===== src/sv/ifp_pkg.sv =====
// Package for the infix to postfix converter: characters, stack depth and precedence.
`default_nettype none

package ifp_pkg;

    // Default operator stack depth
    localparam int STACK_DEPTH_DEF = 32;

    // Characters with a meaning of their own
    localparam logic [7:0] CH_PLUS  = 8'h2B;
    localparam logic [7:0] CH_MINUS = 8'h2D;
    localparam logic [7:0] CH_STAR  = 8'h2A;
    localparam logic [7:0] CH_SLASH = 8'h2F;
    localparam logic [7:0] CH_LPAR  = 8'h28;
    localparam logic [7:0] CH_RPAR  = 8'h29;
    localparam logic [7:0] CH_NUL   = 8'h00;

    // Precedence ranks, shifted up by one so that they stay unsigned
    localparam logic [1:0] RANK_OTHER = 2'd0;
    localparam logic [1:0] RANK_ADD   = 2'd1;
    localparam logic [1:0] RANK_MUL   = 2'd2;

    // Input item kinds
    localparam logic MODE_CHAR  = 1'b0;
    localparam logic MODE_FLUSH = 1'b1;

    function automatic logic [1:0] f_rank(input logic [7:0] c);
        logic [1:0] r;
        r = RANK_OTHER;
        if (c == CH_PLUS || c == CH_MINUS) begin
            r = RANK_ADD;
        end else if (c == CH_STAR || c == CH_SLASH) begin
            r = RANK_MUL;
        end
        return r;
    endfunction

    function automatic logic f_is_letter(input logic [7:0] c);
        return (c >= 8'h41 && c <= 8'h5A) || (c >= 8'h61 && c <= 8'h7A);
    endfunction

endpackage

`default_nettype wire


===== src/sv/ifp_in_if.sv =====
// Input channel of the converter: one infix character or an end marker per item.
`default_nettype none

interface ifp_in_if;
    logic       valid;
    logic       ready;
    logic       mode;
    logic [7:0] symbol;

    modport source (output valid, output mode, output symbol, input ready);
    modport sink   (input valid, input mode, input symbol, output ready);
endinterface

`default_nettype wire


===== src/sv/ifp_out_if.sv =====
// Output channel of the converter: one postfix character per item.
`default_nettype none

interface ifp_out_if;
    logic       valid;
    logic       ready;
    logic [7:0] out_symbol;
    logic       last;
    logic       overflow;

    modport source (output valid, output out_symbol, output last, output overflow,
                    input ready);
    modport sink   (input valid, input out_symbol, input last, input overflow,
                    output ready);
endinterface

`default_nettype wire


===== src/sv/infix_to_postfix_converter_top.sv =====
// Top level of the infix to postfix converter: operator stack in a memory and its sequencer.
//
//   channel   direction  payload                         handshake
//   i_in      in         mode, symbol                    valid / ready
//   o_out     out        out_symbol, last, overflow      valid / ready
//
// An item is accepted and then handled one sequencer step at a time: a letter, a push,
// an overflow report or an ignored ')' needs no pop, and each popped operator adds a
// step, since the stack memory gives one read per cycle and the new top arrives in the
// cycle after each pop. A flush pops every operator, then emits the last held one and
// the NUL end marker; on an empty stack it emits only the NUL end marker.
// Reset is synchronous and active low and empties the stack at once; the stack memory
// itself is not cleared. A stalled output holds the sequencer at its next result.
`default_nettype none

module infix_to_postfix_converter_top #(
    parameter int STACK_DEPTH = ifp_pkg::STACK_DEPTH_DEF
) (
    input  wire              i_clk,
    input  wire              i_rst_n,
    ifp_in_if.sink           i_in,
    ifp_out_if.source        o_out
);
    import ifp_pkg::*;

    localparam int AW = (STACK_DEPTH > 1) ? $clog2(STACK_DEPTH) : 1;
    localparam int CW = $clog2(STACK_DEPTH + 1);

    typedef enum logic {S_IDLE, S_WORK} t_state;
    typedef enum logic [2:0] {ACT_POP, ACT_FINAL, ACT_PUSH, ACT_DROP, ACT_NONE} t_act;

    // Stack memory and its registered read port
    logic [7:0]    r_mem [STACK_DEPTH];
    logic [7:0]    r_mem_q;

    t_state        r_state;
    logic          r_mode;
    logic [7:0]    r_sym;
    logic [CW-1:0] r_cnt;
    logic [7:0]    r_top;
    logic          r_top_sel;
    logic          r_hold_v;
    logic [7:0]    r_hold;
    logic          r_ov;
    logic [7:0]    r_osym;
    logic          r_olast;
    logic          r_oovf;

    t_act          act;
    logic [7:0]    fin_sym;
    logic          fin_ovf;
    logic [7:0]    top;
    logic          cnt_nz;
    logic          full;
    logic          out_free;
    logic          load_out;
    logic [7:0]    n_osym;
    logic          n_olast;
    logic          n_oovf;
    logic          do_pop;
    logic          do_push;
    logic          to_hold;
    logic          clr_hold;
    logic          done;
    logic [CW-1:0] cnt_m2;
    logic [AW-1:0] rd_addr;
    logic [AW-1:0] wr_addr;

    assign top      = r_top_sel ? r_mem_q : r_top;
    assign cnt_nz   = (r_cnt != '0);
    assign full     = (r_cnt == CW'(STACK_DEPTH));
    assign out_free = !r_ov || o_out.ready;
    assign cnt_m2   = r_cnt - CW'(2);
    assign rd_addr  = cnt_m2[AW-1:0];
    assign wr_addr  = r_cnt[AW-1:0];

    // Decide the next step for the current item from the stack top
    always_comb begin
        act     = ACT_NONE;
        fin_sym = r_sym;
        fin_ovf = 1'b0;
        if (r_mode == MODE_FLUSH) begin
            if (cnt_nz) begin
                act = ACT_POP;
            end else begin
                act     = ACT_FINAL;
                fin_sym = CH_NUL;
            end
        end else if (f_is_letter(r_sym)) begin
            act = ACT_FINAL;
        end else if (r_sym == CH_RPAR) begin
            if (cnt_nz) begin
                act = (top != CH_LPAR) ? ACT_POP : ACT_DROP;
            end
        end else if (r_sym != CH_LPAR && cnt_nz && f_rank(r_sym) <= f_rank(top)) begin
            act = ACT_POP;
        end else if (!full) begin
            act = ACT_PUSH;
        end else begin
            act     = ACT_FINAL;
            fin_ovf = 1'b1;
        end
    end

    // Turn the step into stack and output actions; a popped operator waits in the
    // hold register until the next step tells whether it is the last result
    always_comb begin
        load_out = 1'b0;
        n_osym   = r_hold;
        n_olast  = 1'b0;
        n_oovf   = 1'b0;
        do_pop   = 1'b0;
        do_push  = 1'b0;
        to_hold  = 1'b0;
        clr_hold = 1'b0;
        done     = 1'b0;
        if (r_state == S_WORK) begin
            if (r_hold_v) begin
                if (out_free) begin
                    load_out = 1'b1;
                    case (act)
                        ACT_POP: begin
                            do_pop  = 1'b1;
                            to_hold = 1'b1;
                        end
                        ACT_FINAL: begin
                            clr_hold = 1'b1;
                        end
                        ACT_PUSH: begin
                            n_olast  = 1'b1;
                            clr_hold = 1'b1;
                            do_push  = 1'b1;
                            done     = 1'b1;
                        end
                        ACT_DROP: begin
                            n_olast  = 1'b1;
                            clr_hold = 1'b1;
                            do_pop   = 1'b1;
                            done     = 1'b1;
                        end
                        default: begin
                            n_olast  = 1'b1;
                            clr_hold = 1'b1;
                            done     = 1'b1;
                        end
                    endcase
                end
            end else begin
                case (act)
                    ACT_POP: begin
                        do_pop  = 1'b1;
                        to_hold = 1'b1;
                    end
                    ACT_FINAL: begin
                        if (out_free) begin
                            load_out = 1'b1;
                            n_osym   = fin_sym;
                            n_olast  = 1'b1;
                            n_oovf   = fin_ovf;
                            done     = 1'b1;
                        end
                    end
                    ACT_PUSH: begin
                        do_push = 1'b1;
                        done    = 1'b1;
                    end
                    ACT_DROP: begin
                        do_pop = 1'b1;
                        done   = 1'b1;
                    end
                    default: begin
                        done = 1'b1;
                    end
                endcase
            end
        end
    end

    assign i_in.ready       = (r_state == S_IDLE);
    assign o_out.valid      = r_ov;
    assign o_out.out_symbol = r_osym;
    assign o_out.last       = r_olast;
    assign o_out.overflow   = r_oovf;

    // Write a pushed operator; read the new top on a pop
    always_ff @(posedge i_clk) begin
        if (do_push) begin
            r_mem[wr_addr] <= r_sym;
        end
        if (do_pop) begin
            r_mem_q <= r_mem[rd_addr];
        end
    end

    // Sequencer state, stack count, top cache and output register
    always_ff @(posedge i_clk) begin
        if (!i_rst_n) begin
            r_state  <= S_IDLE;
            r_cnt    <= '0;
            r_hold_v <= 1'b0;
            r_ov     <= 1'b0;
        end else begin
            case (r_state)
                S_IDLE: begin
                    if (i_in.valid) begin
                        r_mode  <= i_in.mode;
                        r_sym   <= i_in.symbol;
                        r_state <= S_WORK;
                    end
                end
                S_WORK: begin
                    if (done) begin
                        r_state <= S_IDLE;
                    end
                end
                default: begin
                    r_state <= S_IDLE;
                end
            endcase

            if (do_pop) begin
                r_cnt     <= r_cnt - CW'(1);
                r_top_sel <= 1'b1;
            end else if (do_push) begin
                r_cnt     <= r_cnt + CW'(1);
                r_top     <= r_sym;
                r_top_sel <= 1'b0;
            end

            if (to_hold) begin
                r_hold   <= top;
                r_hold_v <= 1'b1;
            end else if (clr_hold) begin
                r_hold_v <= 1'b0;
            end

            if (load_out) begin
                r_ov    <= 1'b1;
                r_osym  <= n_osym;
                r_olast <= n_olast;
                r_oovf  <= n_oovf;
            end else if (o_out.ready) begin
                r_ov <= 1'b0;
            end
        end
    end

endmodule

`default_nettype wire


===== src/flat_wrapper.sv =====
// flat-port wrapper written by rule: the top's interface ports become plain ports
module infix_to_postfix_converter_top_flat import ifp_pkg::*;
#(
    parameter int STACK_DEPTH = ifp_pkg::STACK_DEPTH_DEF
)
  (i_clk, i_rst_n, i_in_valid, i_in_mode, i_in_symbol, i_in_ready, o_out_valid, o_out_out_symbol, o_out_last, o_out_overflow, o_out_ready);
  ifp_in_if i_in_i ();
  ifp_out_if o_out_i ();
  input  wire i_clk;
  input  wire i_rst_n;
  input wire logic [$bits(i_in_i.valid)-1:0] i_in_valid;
  input wire logic [$bits(i_in_i.mode)-1:0] i_in_mode;
  input wire logic [$bits(i_in_i.symbol)-1:0] i_in_symbol;
  output wire logic [$bits(i_in_i.ready)-1:0] i_in_ready;
  output wire logic [$bits(o_out_i.valid)-1:0] o_out_valid;
  output wire logic [$bits(o_out_i.out_symbol)-1:0] o_out_out_symbol;
  output wire logic [$bits(o_out_i.last)-1:0] o_out_last;
  output wire logic [$bits(o_out_i.overflow)-1:0] o_out_overflow;
  input wire logic [$bits(o_out_i.ready)-1:0] o_out_ready;
  assign i_in_i.valid = i_in_valid;
  assign i_in_i.mode = i_in_mode;
  assign i_in_i.symbol = i_in_symbol;
  assign i_in_ready = i_in_i.ready;
  assign o_out_valid = o_out_i.valid;
  assign o_out_out_symbol = o_out_i.out_symbol;
  assign o_out_last = o_out_i.last;
  assign o_out_overflow = o_out_i.overflow;
  assign o_out_i.ready = o_out_ready;
  infix_to_postfix_converter_top #(.STACK_DEPTH(STACK_DEPTH)) u_core (.i_clk(i_clk), .i_rst_n(i_rst_n), .i_in(i_in_i), .o_out(o_out_i));
endmodule

===== config.mk =====
export PLATFORM = sky130hd
export DESIGN_NAME = infix_to_postfix_converter_top_flat
export DESIGN_NICKNAME = d
export VERILOG_FILES = /design/src/sv/ifp_pkg.sv /design/src/sv/ifp_in_if.sv /design/src/sv/ifp_out_if.sv /design/src/sv/infix_to_postfix_converter_top.sv /design/src/flat_wrapper.sv
export SDC_FILE = /design/constraint.sdc
export NUM_CORES = 1
export LEC_CHECK = 0
export BUFFER_PORTS_ARGS = -buffer_cell sky130_fd_sc_hd__buf_2
export CORE_MARGIN = 3
export CORE_UTILIZATION = 46
export CTS_BUF_LIST = sky130_fd_sc_hd__clkbuf_8
export DETAILED_ROUTE_END_ITERATION = 7
export SLEW_MARGIN = 20
export SYNTH_ARGS = -nofsm -noshare
export SYNTH_HDL_FRONTEND = slang
export SYNTH_SLANG_ARGS = --single-unit

===== constraint.sdc =====
create_clock -name i_clk -period 6.2 [get_ports i_clk]
set_clock_uncertainty 0.2 [all_clocks]
set_input_delay 1.55 -clock i_clk [delete_from_list [all_inputs] [get_ports i_clk]]
set_output_delay 1.55 -clock i_clk [all_outputs]
set_load 0.03 [all_outputs]

== After elaboration in Yosys (flattened, before gate mapping) ==
Memory sizes are Yosys's and may differ from the RTL's. A register that Yosys moved wholly into a read port is not among the register bits.
Index checks and enable logic that the tools add are counted.
Widths: inputs -> output; s select.
Cells by class
  $add $sub $neg: 3
  order comparisons: 5
  equal/unequal tests: 15
  multiplexer cells: 64
  bitwise operators: 4
  reductions and logical operators: 24
Operator list (number)
  $eq 8x6->1 const B: 9
  $mux 8: 7
  $mux 1: 36
  $mux 2: 12
  $ge 8x7->1 const B: 2
  $le 8x7->1 const B: 2
  $ne 8x6->1 const B: 2
  $mux 3: 5
  $mux 6: 2
  $reduce_or 8->1: 1
  $add 6x1->6 const B: 1
  $eq 3x2->1 const B: 2
  $eq 6x6->1 const B: 1
  $logic_or 1x1->1: 6
  $reduce_and 2->1: 3
  $reduce_and 3->1: 2
  $reduce_bool 2->1: 3
  $reduce_bool 6->1: 1
  $sub 6x1->6 const B: 1
  $sub 5x2->5 const B: 1
  $logic_and 1x1->1: 4
  $not 1->1: 4
  $pmux 1 s2: 2
  $reduce_or 2->1: 2
  4 further kinds: 4
Storage, ports and cells
  flip-flop bits (word level): 45
  RAM bits: 256
  bits of input ports: 13
  output and inout bits: 12
  word-level logic and storage cells: 128
  memories kept: 1
Memories
  u_core.r_mem: depth 32, bits a word 8, rd ports 1, clocked after Yosys merged registers in 1, wr ports 1, RTL line infix_to_postfix_converter_top.sv:33  | logic [7:0] r_mem [STACK_DEPTH];

== Depth between registers and ports, before layout ==
Gate-level depths: netlist of the first run.
  word-level depth: 22
  mapped depth: 19
  depth with buffers taken out: 18

== Least setup slack after synthesis of the first run ==
No wires, ideal clock.
  kind: reg-to-reg
  from: register u_core.r_sym[7]
  to: register u_core.r_cnt[5]
  setup time: 0.065 ns
  arrival time: 4.338 ns
  data required time: 5.935 ns
  slack: 1.597 ns
  stages on the path, launching flop included: 18
  path buffers: 0
  period minus slack after synthesis: 4.603 ns
  path through: edfxtp_1 > and4bb_2 > nor2b_1 > and3_1 > ha_1 > nor2b_1 > o21ai_0 > mux2i_2 > a22oi_1 > o21ai_0 > inv_1 > ha_1 > a211oi_1 > o21bai_1 > a21oi_1 > nand3_1 > or2_2 > nand4b_1
On the way
  cells in the longest elaborated chain, start to end: 20
  elaborated cells between the ends (all ways): 41
  those cells by class: 5 x order compare; 8 x eq/ne; 18 x mux; 10 x reduce/logical
Ends and longest elaborated chain
  start: declaration: RTL line infix_to_postfix_converter_top.sv:38  | logic [7:0] r_sym;
  start signal: assignment: RTL line infix_to_postfix_converter_top.sv:207  | r_sym <= i_in.symbol;
  $eq 8x6->1: RTL line ifp_pkg.sv:32  | end else if (c == CH_STAR || c == CH_SLASH) begin
  $logic_or 1x1->1: RTL line ifp_pkg.sv:32
  $mux 2: RTL line ifp_pkg.sv:32
  $mux 2: RTL line ifp_pkg.sv:30  | if (c == CH_PLUS || c == CH_MINUS) begin
  $mux 2: RTL line infix_to_postfix_converter_top.sv:91  | end else if (r_sym == CH_RPAR) begin
  $mux 2: RTL line infix_to_postfix_converter_top.sv:89  | end else if (f_is_letter(r_sym)) begin
  $mux 2: RTL line infix_to_postfix_converter_top.sv:82  | if (r_mode == MODE_FLUSH) begin
  $le 2x2->1: RTL line infix_to_postfix_converter_top.sv:95  | end else if (r_sym != CH_LPAR && cnt_nz && f_rank(r_sym) <= f_rank(top)) begin
  (+5 left out)
  $eq 3x2->1 or $logic_not 3->1 (tied branches): RTL line infix_to_postfix_converter_top.sv:121, infix_to_postfix_converter_top.sv:149
  $reduce_or 2->1 (no source line) *
  $mux 1 *: RTL line infix_to_postfix_converter_top.sv:121, infix_to_postfix_converter_top.sv:149
  $mux 1: RTL line infix_to_postfix_converter_top.sv:119  | if (out_free) begin
  $mux 1 *: RTL line infix_to_postfix_converter_top.sv:118  | if (r_hold_v) begin
  $mux 1 *: RTL line infix_to_postfix_converter_top.sv:117  | if (r_state == S_WORK) begin
  named net u_core.do_pop: RTL line infix_to_postfix_converter_top.sv:60  | logic do_pop;
  $mux 6 or $reduce_bool 2->1 (tied branches)
  end signal: assignment: RTL line infix_to_postfix_converter_top.sv:222  | r_cnt <= r_cnt - CW'(1);
  end signal: assignment: RTL line infix_to_postfix_converter_top.sv:225  | r_cnt <= r_cnt + CW'(1);
  end: declaration: RTL line infix_to_postfix_converter_top.sv:39  | logic [CW-1:0] r_cnt;
Mark *: on every way through the listed nets, which the timed path passes. The rest lies on a longest branch. The select of a mux whose other input is x is not followed.
A chain may end at the register's enable or synchronous reset.

== Final worst setup path of the first run ==
  from: register u_core.r_top_sel
  to: register u_core.r_cnt[5]
On the way
  cells in the longest elaborated chain, start to end: 21
  elaborated cells between the ends (all ways): 35
  those cells by class: 1 x order compare; 7 x eq/ne; 21 x mux; 6 x reduce/logical
Ends and longest elaborated chain
  start: declaration: RTL line infix_to_postfix_converter_top.sv:41  | logic r_top_sel;
  start signal: assignment: RTL line infix_to_postfix_converter_top.sv:223  | r_top_sel <= 1'b1;
  start signal: assignment: RTL line infix_to_postfix_converter_top.sv:227  | r_top_sel <= 1'b0;
  $mux 8 *: RTL line infix_to_postfix_converter_top.sv:69  | assign top = r_top_sel ? r_mem_q : r_top;
  $eq 8x6->1: RTL line ifp_pkg.sv:32
  $logic_or 1x1->1: RTL line ifp_pkg.sv:32
  $mux 2: RTL line ifp_pkg.sv:32
  $mux 2: RTL line ifp_pkg.sv:30
  $mux 2: RTL line infix_to_postfix_converter_top.sv:91
  $mux 2: RTL line infix_to_postfix_converter_top.sv:89
  $mux 2: RTL line infix_to_postfix_converter_top.sv:82
  (+6 left out)
  $eq 3x2->1 or $logic_not 3->1 (tied branches): RTL line infix_to_postfix_converter_top.sv:121, infix_to_postfix_converter_top.sv:149
  $reduce_or 2->1 (no source line) *
  $mux 1 *: RTL line infix_to_postfix_converter_top.sv:121, infix_to_postfix_converter_top.sv:149
  $mux 1: RTL line infix_to_postfix_converter_top.sv:119
  $mux 1 *: RTL line infix_to_postfix_converter_top.sv:118
  $mux 1 *: RTL line infix_to_postfix_converter_top.sv:117
  named net u_core.do_pop: RTL line infix_to_postfix_converter_top.sv:60
  $mux 6 or $reduce_bool 2->1 (tied branches)
Marked as above.

==> flow_summary.ini, run 1 <==
[critical_path]
critPathLaunchType = flip-flop
required_ps = 6500
end_kind = flip-flop
cp_max_fo = 13
cp.arrival_ps = 5750
reg2reg_from = u_core.r_top_sel
critPathLaunch = u_core.r_top_sel
critPathKind = reg2reg

[clock_network]
cts_resized = 0
cts_hold_buf = 0
cts_sinks = 309
postCtsSetupBuffers = 0
numCtsBuffers = 50
clk_pin_slew_worst_paths_ps = 60
clk_latency_ps = 570
htreeDepth = 2
clk_path_buf_depth = 3
cts-root-buf = clkbuf_8
cts_tree = yes

[global_route]
grt_max_degree = 73
grt_pass1_wl_um = 39900
grt_pass1_vias = 6458
antenna_found_initial = 0
grtUsageTotal_pct = 18.5
grt_overflow = 0

[pwr]
clkPwrFrac_pct = 33.6
swShare_pct = 25.4
ir_drop_mv = 0.178
p_sw_mw = 1.17
leakagePower_nw = 4.52
p_seq_share_pct = 51.9
power_frac_comb_pct = 14.5
finalPower_mw = 4.61
powerDensity_nw_per_um2 = 329
intPower_mw = 3.44

[timing]
tns_ps = 0
hold_viol = 0
rsz0062_at_grt = false
fin_crit_sh_pct = 87.8
worstMarginPinSlew_ps = 1110
timing.fmax_ghz = 0.184
setup_violations = 0
finalMaxSlewViolations = 0
max_slew_margin_pct = 26.0
min_period_ps = 5440
holdWs_ps = 326
fin_ws_ps = 757

[floorplan]
die-area_um2 = 29500
start_util_pct = 46.9
coreArea_um2 = 27000
num_io_pins = 25
dieHeight_um = 172
rows = 60
die_w_um = 172

[place]
portBuffers = 24
dpl_worst_slack_ps = 872
gp_congestion = 0.874
dp_hpwl_um = 16300

[route]
drt_iter0_drc = 592
vias = 6288
firstDrtPassIters = 5
drt-total-wl_um = 26300
ant_nets = 0
drc = 0
avgRoutedWirePerCell_um = 24.2
viasPerCell = 5.78

[yosys]
synth_xor_area_share_pct = 0.485
synth.largest_area_cell = edfxtp_1
synth.area.mux_share_pct = 16.9
synthAdderAreaFrac_pct = 0.851
synth_edf_count = 300
synth_cell_types = 55
postSynthCellCount = 654
synthTopCellsByArea = edfxtp_1, mux4_2, dfxtp_1
synth-compound-area-share_pct = 2.25
synth_nets = 675
async_flop_share_pct = 0
synth-seq-cells = 309
ys_warn_count = 0
synth_top_family_by_area = multiplexers
netlist_area_um2 = 12600
postSynthAreaPerCell_um2 = 19.3
synth_top_area_share_pct = 71.3
synth_flop_cell = edfxtp_1
yosysSeqAreaShare_pct = 72.7
synth_simple_gate_area_share_pct = 5.26

[job]
cap_violations = 0

[outcome]
status = complete, no violations

[cells_and_area]
diodes = 0
area_growth_pct = 11.0
drive_gt1_share_pct = 27.0
nNetsFinal = 734

[min_path]
hold_path_startpoint = u_core.r_hold[0]
hold_path.class = reg2reg
==> final timing paths <==
path	endpoint	slack, ps	cells after the start
worst max-delay path	u_core.r_cnt[5]	760	18
worst min register to register	u_core.o_out.out_symbol[0]	330	1
worst max register to register	u_core.r_cnt[5]	760	18
worst min-delay path	u_core.o_out.out_symbol[0]	330	1
==> power by group through the flow <==
stage	Combinational [mW]	Sequential [mW]	Clock (mW)
CTS	0.672	2.39	1.59
detailed placement	0.668	2.44	0
global route	0.720	2.40	1.69
finish	0.668	2.39	1.55
global placement	0.662	2.43	0
floorplan	0.495	2.42	0
==> sequential cells by signal, indices dropped and copies added, names as in the netlist <==
signal	cells
u_core.r_state	1
u_core.r_cnt	6
u_core.r_hold_v	1
u_core.r_sym	8
u_core.o_out.valid	1
u_core.r_top_sel	1
u_core.r_mem_q	8
u_core.r_hold	8
u_core.r_mode	1
u_core.o_out.overflow	1
u_core.o_out.last	1
u_core.o_out.out_symbol	8
u_core.r_top	8
u_core.r_mem	256
==> cell usage after synthesis (all sizes together), types with 3 or more instances <==
cell and n:
a21oi 10, nand2 28, a211oi 6, nor2b 3
or3 5, xnor2 3, a21o 3, mux4 80
nor4 6, inv 19, nand2b 5, ha 7
o21ai 7, dfxtp 9, buf 16, and3 3
nor4b 3, nor3 7, mux2i 16, edfxtp 300
nand3 15, nor2 45, clkbuf 13, mux2 14
xor2 4, and2 3
==> layout make-up <==
cell class              instances  area (um2)
fillers                      2095       12900
well taps                     341         427
inverters                      19        71.3
flip-flops and latches        309        9190
multi-input cells             297        3250
clock buffers                  50         688
repair buffers                 36         210
clock inverters                36         184
==> logic make-up after synthesis <==
| logic type | Yosys count |
|---|---|
| multiplexers | 110 |
| buffers and inverters | 48 |
| AND/OR/NAND/NOR | 131 |
| flip-flops | 309 |
| XOR/XNOR | 7 |
| adder cells (fa/ha/maj) | 8 |
| AO/OA/AOI/OAI | 41 |
==> worst max-delay path, stage by stage, from the launching register on <==
cell and delay (ps):
edfxtp_1 570, nand2b_1 240, or4_1 530, a21oi_1 160, nand2_1 80, ha_1 290, nor2b_1 130, o21ai_0 260
mux2i_2 190, a22oi_1 410, o21ai_0 270, inv_1 420, ha_1 340, a211oi_1 330, o21bai_1 120, a21oi_1 310
nand3_1 140, or2_2 290, nand4b_1 100
==> per-stage QoR <==
step | area [um2] | util (%) | std cells
after floorplan | 12600 | - | 654
after global placement | 13200 | 48.8 | 1002
after detailed placement | 13200 | 48.8 | 1002
after CTS | 14000 | 52.0 | 1088
after global routing | 14000 | 52.1 | 1088
final | 14000 | 52.1 | 1088
==> layout by cell type, fill, tap and decap left out, drive strengths merged, types with 2 or more instances in the layout <==
cell      netlist  layout
nor4b           3       3
a21oi          10      10
clkbuf         13      50
mux2i          16      16
o21ai           7       7
dfxtp           9       9
nand3          15      15
nor3            7       7
nand2          28      28
o211ai          2       2
a31oi           2       2
edfxtp        300     300
ha              7       7
nand2b          5       5
a22oi           2       2
clkinv          0      20
a21o            3       3
and3            3       3
a211oi          6       6
inv            19      32
and2            3       3
or3             5       5
buf            16      36
mux4           80      80
xnor2           3       3
clkinvlp        0       2
nor2b           3       3
nor2           45      45
mux2           14      14
or2             2       2
nor4            6       6
xor2            4       4
==> metal layers <==
metal  GRT usage [%]  routed length (um)  share of wire (%)
met1            25.9               11100                 42
met2            28.6               12700                 48
met3            4.69                1720                6.5
met4            6.42                 742                2.8
met5               0                   0                  0
No activity file was read; power rests on OpenSTA's default activity.
==> run 2, diff against run 1 <==
- PLACE_DENSITY: unset -> 0.68
==> run 2 against run 1 <==
Net effect: first-iteration DRC count grew 40%; routed wire length shrank 1.5%; sequential power is essentially flat; core utilization shrank 0.16 points; cell count is essentially flat; global-route usage shrank 0.49 points; non-clock buffer count grew 1; combinational power shrank 1%; critical path depth is the same; final area shrank 0.30%; largest cell class unchanged; largest power group unchanged.
==> flow_summary.ini, run 2 (same netlist as run 1, synthesis figures left out) <==
[floorplan]
num_io_pins = 25
rows = 60
die_w_um = 172
coreArea_um2 = 27000
die-area_um2 = 29500
start_util_pct = 46.9
dieHeight_um = 172

[route]
ant_nets = 0
firstDrtPassIters = 5
drc = 0
vias = 6395
avgRoutedWirePerCell_um = 23.8
viasPerCell = 5.88
drt-total-wl_um = 25900
drt_iter0_drc = 827

[critical_path]
critPathLaunchType = flip-flop
cp.arrival_ps = 5770
ff2ff_path_depth = 18
end_kind = flip-flop
required_ps = 6500
r2r-end = u_core.r_cnt[5]
critPathKind = reg2reg
reg2reg_slack_ps = 730
cp_max_fo = 13
reg2reg_from = u_core.r_top_sel

[clock_network]
cts_sinks = 309
cts_tree = yes
clk_latency_ps = 560
htreeDepth = 2
postCtsSetupBuffers = 0
clk_pin_slew_worst_paths_ps = 60
cts_hold_buf = 0
cts-root-buf = clkbuf_8
numCtsBuffers = 48
clk_path_buf_depth = 3
cts_resized = 0

[cells_and_area]
final_common_cell = edfxtp_1
utilization_pct = 51.9
area_growth_pct = 10.6
most-common-layout-cells = edfxtp_1, mux4_2, clkbuf_8
n_fill_cell = 2089
diodes = 0
nNetsFinal = 733
largest_reg_flops = 256
drive_gt1_share_pct = 26.4
top_register = u_core.r_mem

[timing]
tns_ps = 0
finalMaxSlewViolations = 0
worstMarginPinSlew_ps = 1070
max_slew_margin_pct = 28.7
min_period_ps = 5470
hold_viol = 0
rsz0062_at_grt = false
fin_ws_ps = 733
timing.fmax_ghz = 0.183
holdWs_ps = 341
fin_crit_sh_pct = 88.2
setup_violations = 0

[job]
cap_violations = 0

[place]
portBuffers = 24
dpl_worst_slack_ps = 865
dp_hpwl_um = 16000
gp_congestion = 0.901

[outcome]
status = complete, no violations

[global_route]
grt_pass1_wl_um = 39400
grt_max_degree = 73
antenna_found_initial = 0
grtUsageTotal_pct = 18.0
grt_overflow = 0
grt_pass1_vias = 6510

[pwr]
powerDensity_nw_per_um2 = 323
leakagePower_nw = 4.52
ir_drop_mv = 0.200

[min_path]
hold_path.class = reg2reg
min_to = u_core.o_out.out_symbol[0]
hold_depth = 1
hold_path_startpoint = u_core.r_hold[0]
==> run 2: cell count changes in the layout (fill, tap and decap cells not counted) <==
cell        change
ha_1            -1
clkbuf_8        -1
clkinv_2        -3
bufinv_16       -1
inv_6           -1
buf_4           +1
inv_1           +6
clkinv_1        -1
clkinvlp_4      -2
ha_2            +1
inv_8           +1
==> run 2: report_power, final <==
group | total, mW | switching, mW | internal [mW]
registers | 2.40 | 0.0552 | 2.34
clock network | 1.46 | 0.729 | 0.732
logic | 0.661 | 0.356 | 0.305
total | 4.52 | 1.14 | 3.38
==> run 2: layer usage <==
metal	track usage (%)	part of all wire, %	up-vias
li1	-	-	2778
met1	24.8	41	3310
met2	29.2	50	266
met3	4.32	7.3	41
met4	4.79	1.7	0
met5	0	0	-
==> run 2: layout make-up <==
| type | count | area (um2) | share of cell area, % |
|---|---|---|---|
| timing repair buffer | 37 | 218 | 1.56 |
| clock inverter | 35 | 145 | 1.04 |
| tap | 341 | 427 | 3.05 |
| multi-input combinational | 297 | 3260 | 23.3 |
| clock buffer | 49 | 674 | 4.82 |
| sequential | 309 | 9190 | 65.7 |
| inverter | 19 | 71.3 | 0.510 |
==> run 2: worst max-delay path, cell delays in order (launching register included) <==
cell and delay, ps:
edfxtp_1 570, nand2b_1 240, or4_1 520, a21oi_1 150, nand2_1 70, ha_1 280, nor2b_1 130, o21ai_0 270
mux2i_2 200, a22oi_1 400, o21ai_0 250, inv_1 400, ha_1 330, a211oi_1 430, o21bai_1 140, a21oi_1 300
nand3_1 140, or2_2 290, nand4b_1 90
==> run 2: through the flow <==
step / area [um2] / total power [mW] / std cells
finish: 14000 / 4.52 / 1087
CTS: 14000 / 4.57 / 1087
detailed placement: 13200 / 3.10 / 1003
floorplan: 12600 / 2.91 / 654
global placement: 13200 / 3.08 / 1003
global route: 14000 / 4.72 / 1087
==> run 2: how the worst max path moves through the flow <==
stage	start	end	depth (start not counted)
2_1_floorplan	u_core.r_sym[7]	u_core.r_cnt[5]	17
4_1_cts	u_core.r_top_sel	u_core.r_cnt[5]	18
6_report	u_core.r_top_sel	u_core.r_cnt[5]	18
3_5_place_dp	u_core.r_top_sel	u_core.r_cnt[5]	18
3_3_place_gp	u_core.r_top_sel	u_core.r_cnt[5]	18
5_1_grt	u_core.r_top_sel	u_core.r_cnt[5]	18
==> run 3, diff against run 2 <==
--- a/config.mk
+++ b/config.mk
@@ -8,2 +8,3 @@
 export BUFFER_PORTS_ARGS = -buffer_cell sky130_fd_sc_hd__buf_2
+export CAP_MARGIN = 20
 export CORE_MARGIN = 3
@@ -13,2 +14,3 @@
 export PLACE_DENSITY = 0.68
+export RECOVER_POWER = 50
 export SLEW_MARGIN = 20
==> constraint.sdc (replaced) <==
create_clock -name i_clk -period 6.2 [get_ports i_clk]
set_clock_uncertainty 0.2 [all_clocks]
set_input_delay 0.62 -clock i_clk [delete_from_list [all_inputs] [get_ports i_clk]]
set_output_delay 0.62 -clock i_clk [all_outputs]
set_load 0.03 [all_outputs]
==> run 3 against run 2 <==
Net effect: the flow now finishes with violations (max-capacitance violations, max-slew violations); core utilization is 0.53 points higher; final area is 1.0% higher; clock power is 8% higher; setup slack worse by 87 ps; flip-flop and latch count stayed put; sequential power hardly changed; critical path depth stayed put; die area stayed put; via count is 1.8% higher; largest cell class unchanged.
==> flow_summary.ini, run 3 (same netlist as run 1, synthesis figures left out) <==
[timing]
setup_violations = 0
finalMaxSlewViolations = 69
min_period_ps = 5550
timing.fmax_ghz = 0.180
rsz0062_at_grt = false
max_slew_margin_pct = -19.0
fin_crit_sh_pct = 89.6
tns_ps = 0
worstMarginPinSlew_ps = 1790
hold_viol = 0

[clock_network]
cts-root-buf = clkbuf_8
htreeDepth = 2
numCtsBuffers = 48
clk_path_buf_depth = 3
cts_sinks = 309
clk_latency_ps = 570
cts_tree = yes
cts_resized = 0
clk_pin_slew_worst_paths_ps = 70
postCtsSetupBuffers = 0

[global_route]
grtUsageTotal_pct = 18.0
grt_overflow = 0
grt_pass1_wl_um = 39600
antenna_found_initial = 0
grt_pass1_vias = 6469
grt_max_degree = 73

[critical_path]
cp_max_fo = 13
r2r-end = u_core.r_cnt[5]
worst-path-stages = 18
cp_num_buf_inv = 1
crit_chain = nand2b_1 -> or4_1 -> a21oi_1 -> nand2_1 -> ha_1 -> nor2b_1 -> o21ai_0 -> mux2i_1 -> a22oi_1 -> o21ai_0 -> inv_1 -> ha_1 -> a211oi_1 -> o21bai_1 -> a21oi_1 -> nand3_1 -> or2_2 -> nand4b_1
critPathKind = reg2reg
critPathLaunchType = flip-flop
reg2reg_slack_ps = 650
reg2reg_from = u_core.r_top_sel
required_ps = 6510
cpPeakStageDelay_ps = 580
end_kind = flip-flop
critPathLaunch = u_core.r_top_sel
cpLargestDelayFamily = compound AO/OA/AOI/OAI gates
crit_slowest_cell = edfxtp_1
ff2ff_path_depth = 18
crit_end = u_core.r_cnt[5]
cp.arrival_ps = 5860

[cells_and_area]
top_register = u_core.r_mem
largest_reg_flops = 256
diodes = 0
final_common_cell = edfxtp_1
area_growth_pct = 11.8
fin_cells = 1099
most-common-layout-cells = edfxtp_1, mux4_2, clkbuf_8
n_fill_cell = 2047
drive_gt1_share_pct = 23.4
nNetsFinal = 743

[route]
viasPerCell = 5.92
drc = 0
ant_nets = 0
avgRoutedWirePerCell_um = 23.9
drt_iter0_drc = 777
vias = 6507
firstDrtPassIters = 6
drt-total-wl_um = 26300

[floorplan]
die-area_um2 = 29500
num_io_pins = 25
coreArea_um2 = 27000
start_util_pct = 46.9
dieHeight_um = 172
die_w_um = 172
rows = 60

[place]
dp_hpwl_um = 15800
post-place-cells = 1003
portBuffers = 24
gp_congestion = 0.945

[outcome]
status = complete, but fails checks
violations = max-capacitance violations, max-slew violations

[pwr]
ir_drop_mv = 0.206
powerDensity_nw_per_um2 = 329
leakagePower_nw = 4.56

[job]
cap_violations = 2

[min_path]
hold_path.class = in2reg
==> run 3: cell types whose count changed in the layout (fill, tap and decap cells not counted), sizes merged <==
cell	change
buf	-13
bufinv	+2
clkbuf	+14
inv	+2
clkinv	-2
dlygate4sd3	+9
==> run 3: area by class of cell <==
cell class	count	area (um2)	share of cell area (%)
clock buffers	49	674	4.77
repair buffers	47	313	2.21
clock inverters	37	216	1.53
inverters	19	71.3	0.505
well taps	341	427	3.02
multi-input cells	297	3230	22.9
flip-flops and latches	309	9190	65.1
==> run 3: power by group <==
part           total [mW]  switching [mW]  internal, mW
logic               0.682           0.372         0.310
registers            2.39          0.0429          2.34
clock network        1.58           0.758         0.821
==> run 3: per-layer routing <==
metal	share of wire [%]	vias up	GRT usage (%)
met5	0	-	0
met4	2.5	0	5.69
met3	6.9	55	3.54
met2	49	278	28.5
met1	42	3372	25.7
li1	-	2802	-
==> run 3: worst min path at each step <==
stage / start / to / slack (ps) / depth (start not counted)
4_1_cts: i_in_valid / u_core.r_state / 130 / 3
5_1_grt: i_in_valid / u_core.r_state / 180 / 3
3_5_place_dp: u_core.r_hold[0] / u_core.o_out.out_symbol[0] / 320 / 1
6_report: i_in_valid / u_core.r_state / 140 / 3
3_3_place_gp: u_core.r_hold[0] / u_core.o_out.out_symbol[0] / 320 / 1
2_1_floorplan: u_core.r_hold[0] / u_core.o_out.out_symbol[0] / 300 / 1
==> run 3: worst register-to-register path, stage by stage, from the launching register on <==
cell      delay (ps)
edfxtp_1         580
nand2b_1         240
or4_1            540
a21oi_1          150
nand2_1           70
ha_1             280
nor2b_1          130
o21ai_0          270
mux2i_1          270
a22oi_1          460
o21ai_0          290
inv_1            400
ha_1             320
a211oi_1         300
o21bai_1         130
a21oi_1          320
nand3_1          140
or2_2            290
nand4b_1          90
==> run 3: per-stage QoR <==
stage	power, mW	hold slack [ps]	setup slack [ps]	area (um2)	utilization [%]
global placement	3.09	321	1090	13200	48.8
floorplan	2.91	295	1600	12600	-
CTS	4.69	132	848	14100	52.5
global route	4.83	185	277	14100	52.4
finish	4.65	138	645	14100	52.4
detailed placement	3.10	319	880	13200	48.8
==> run 3: timing repair <==
item,in CTS,in global routing
endpoints found under the hold margin,9,0
hold buffers,9,0
setup endpoints to repair,0,0
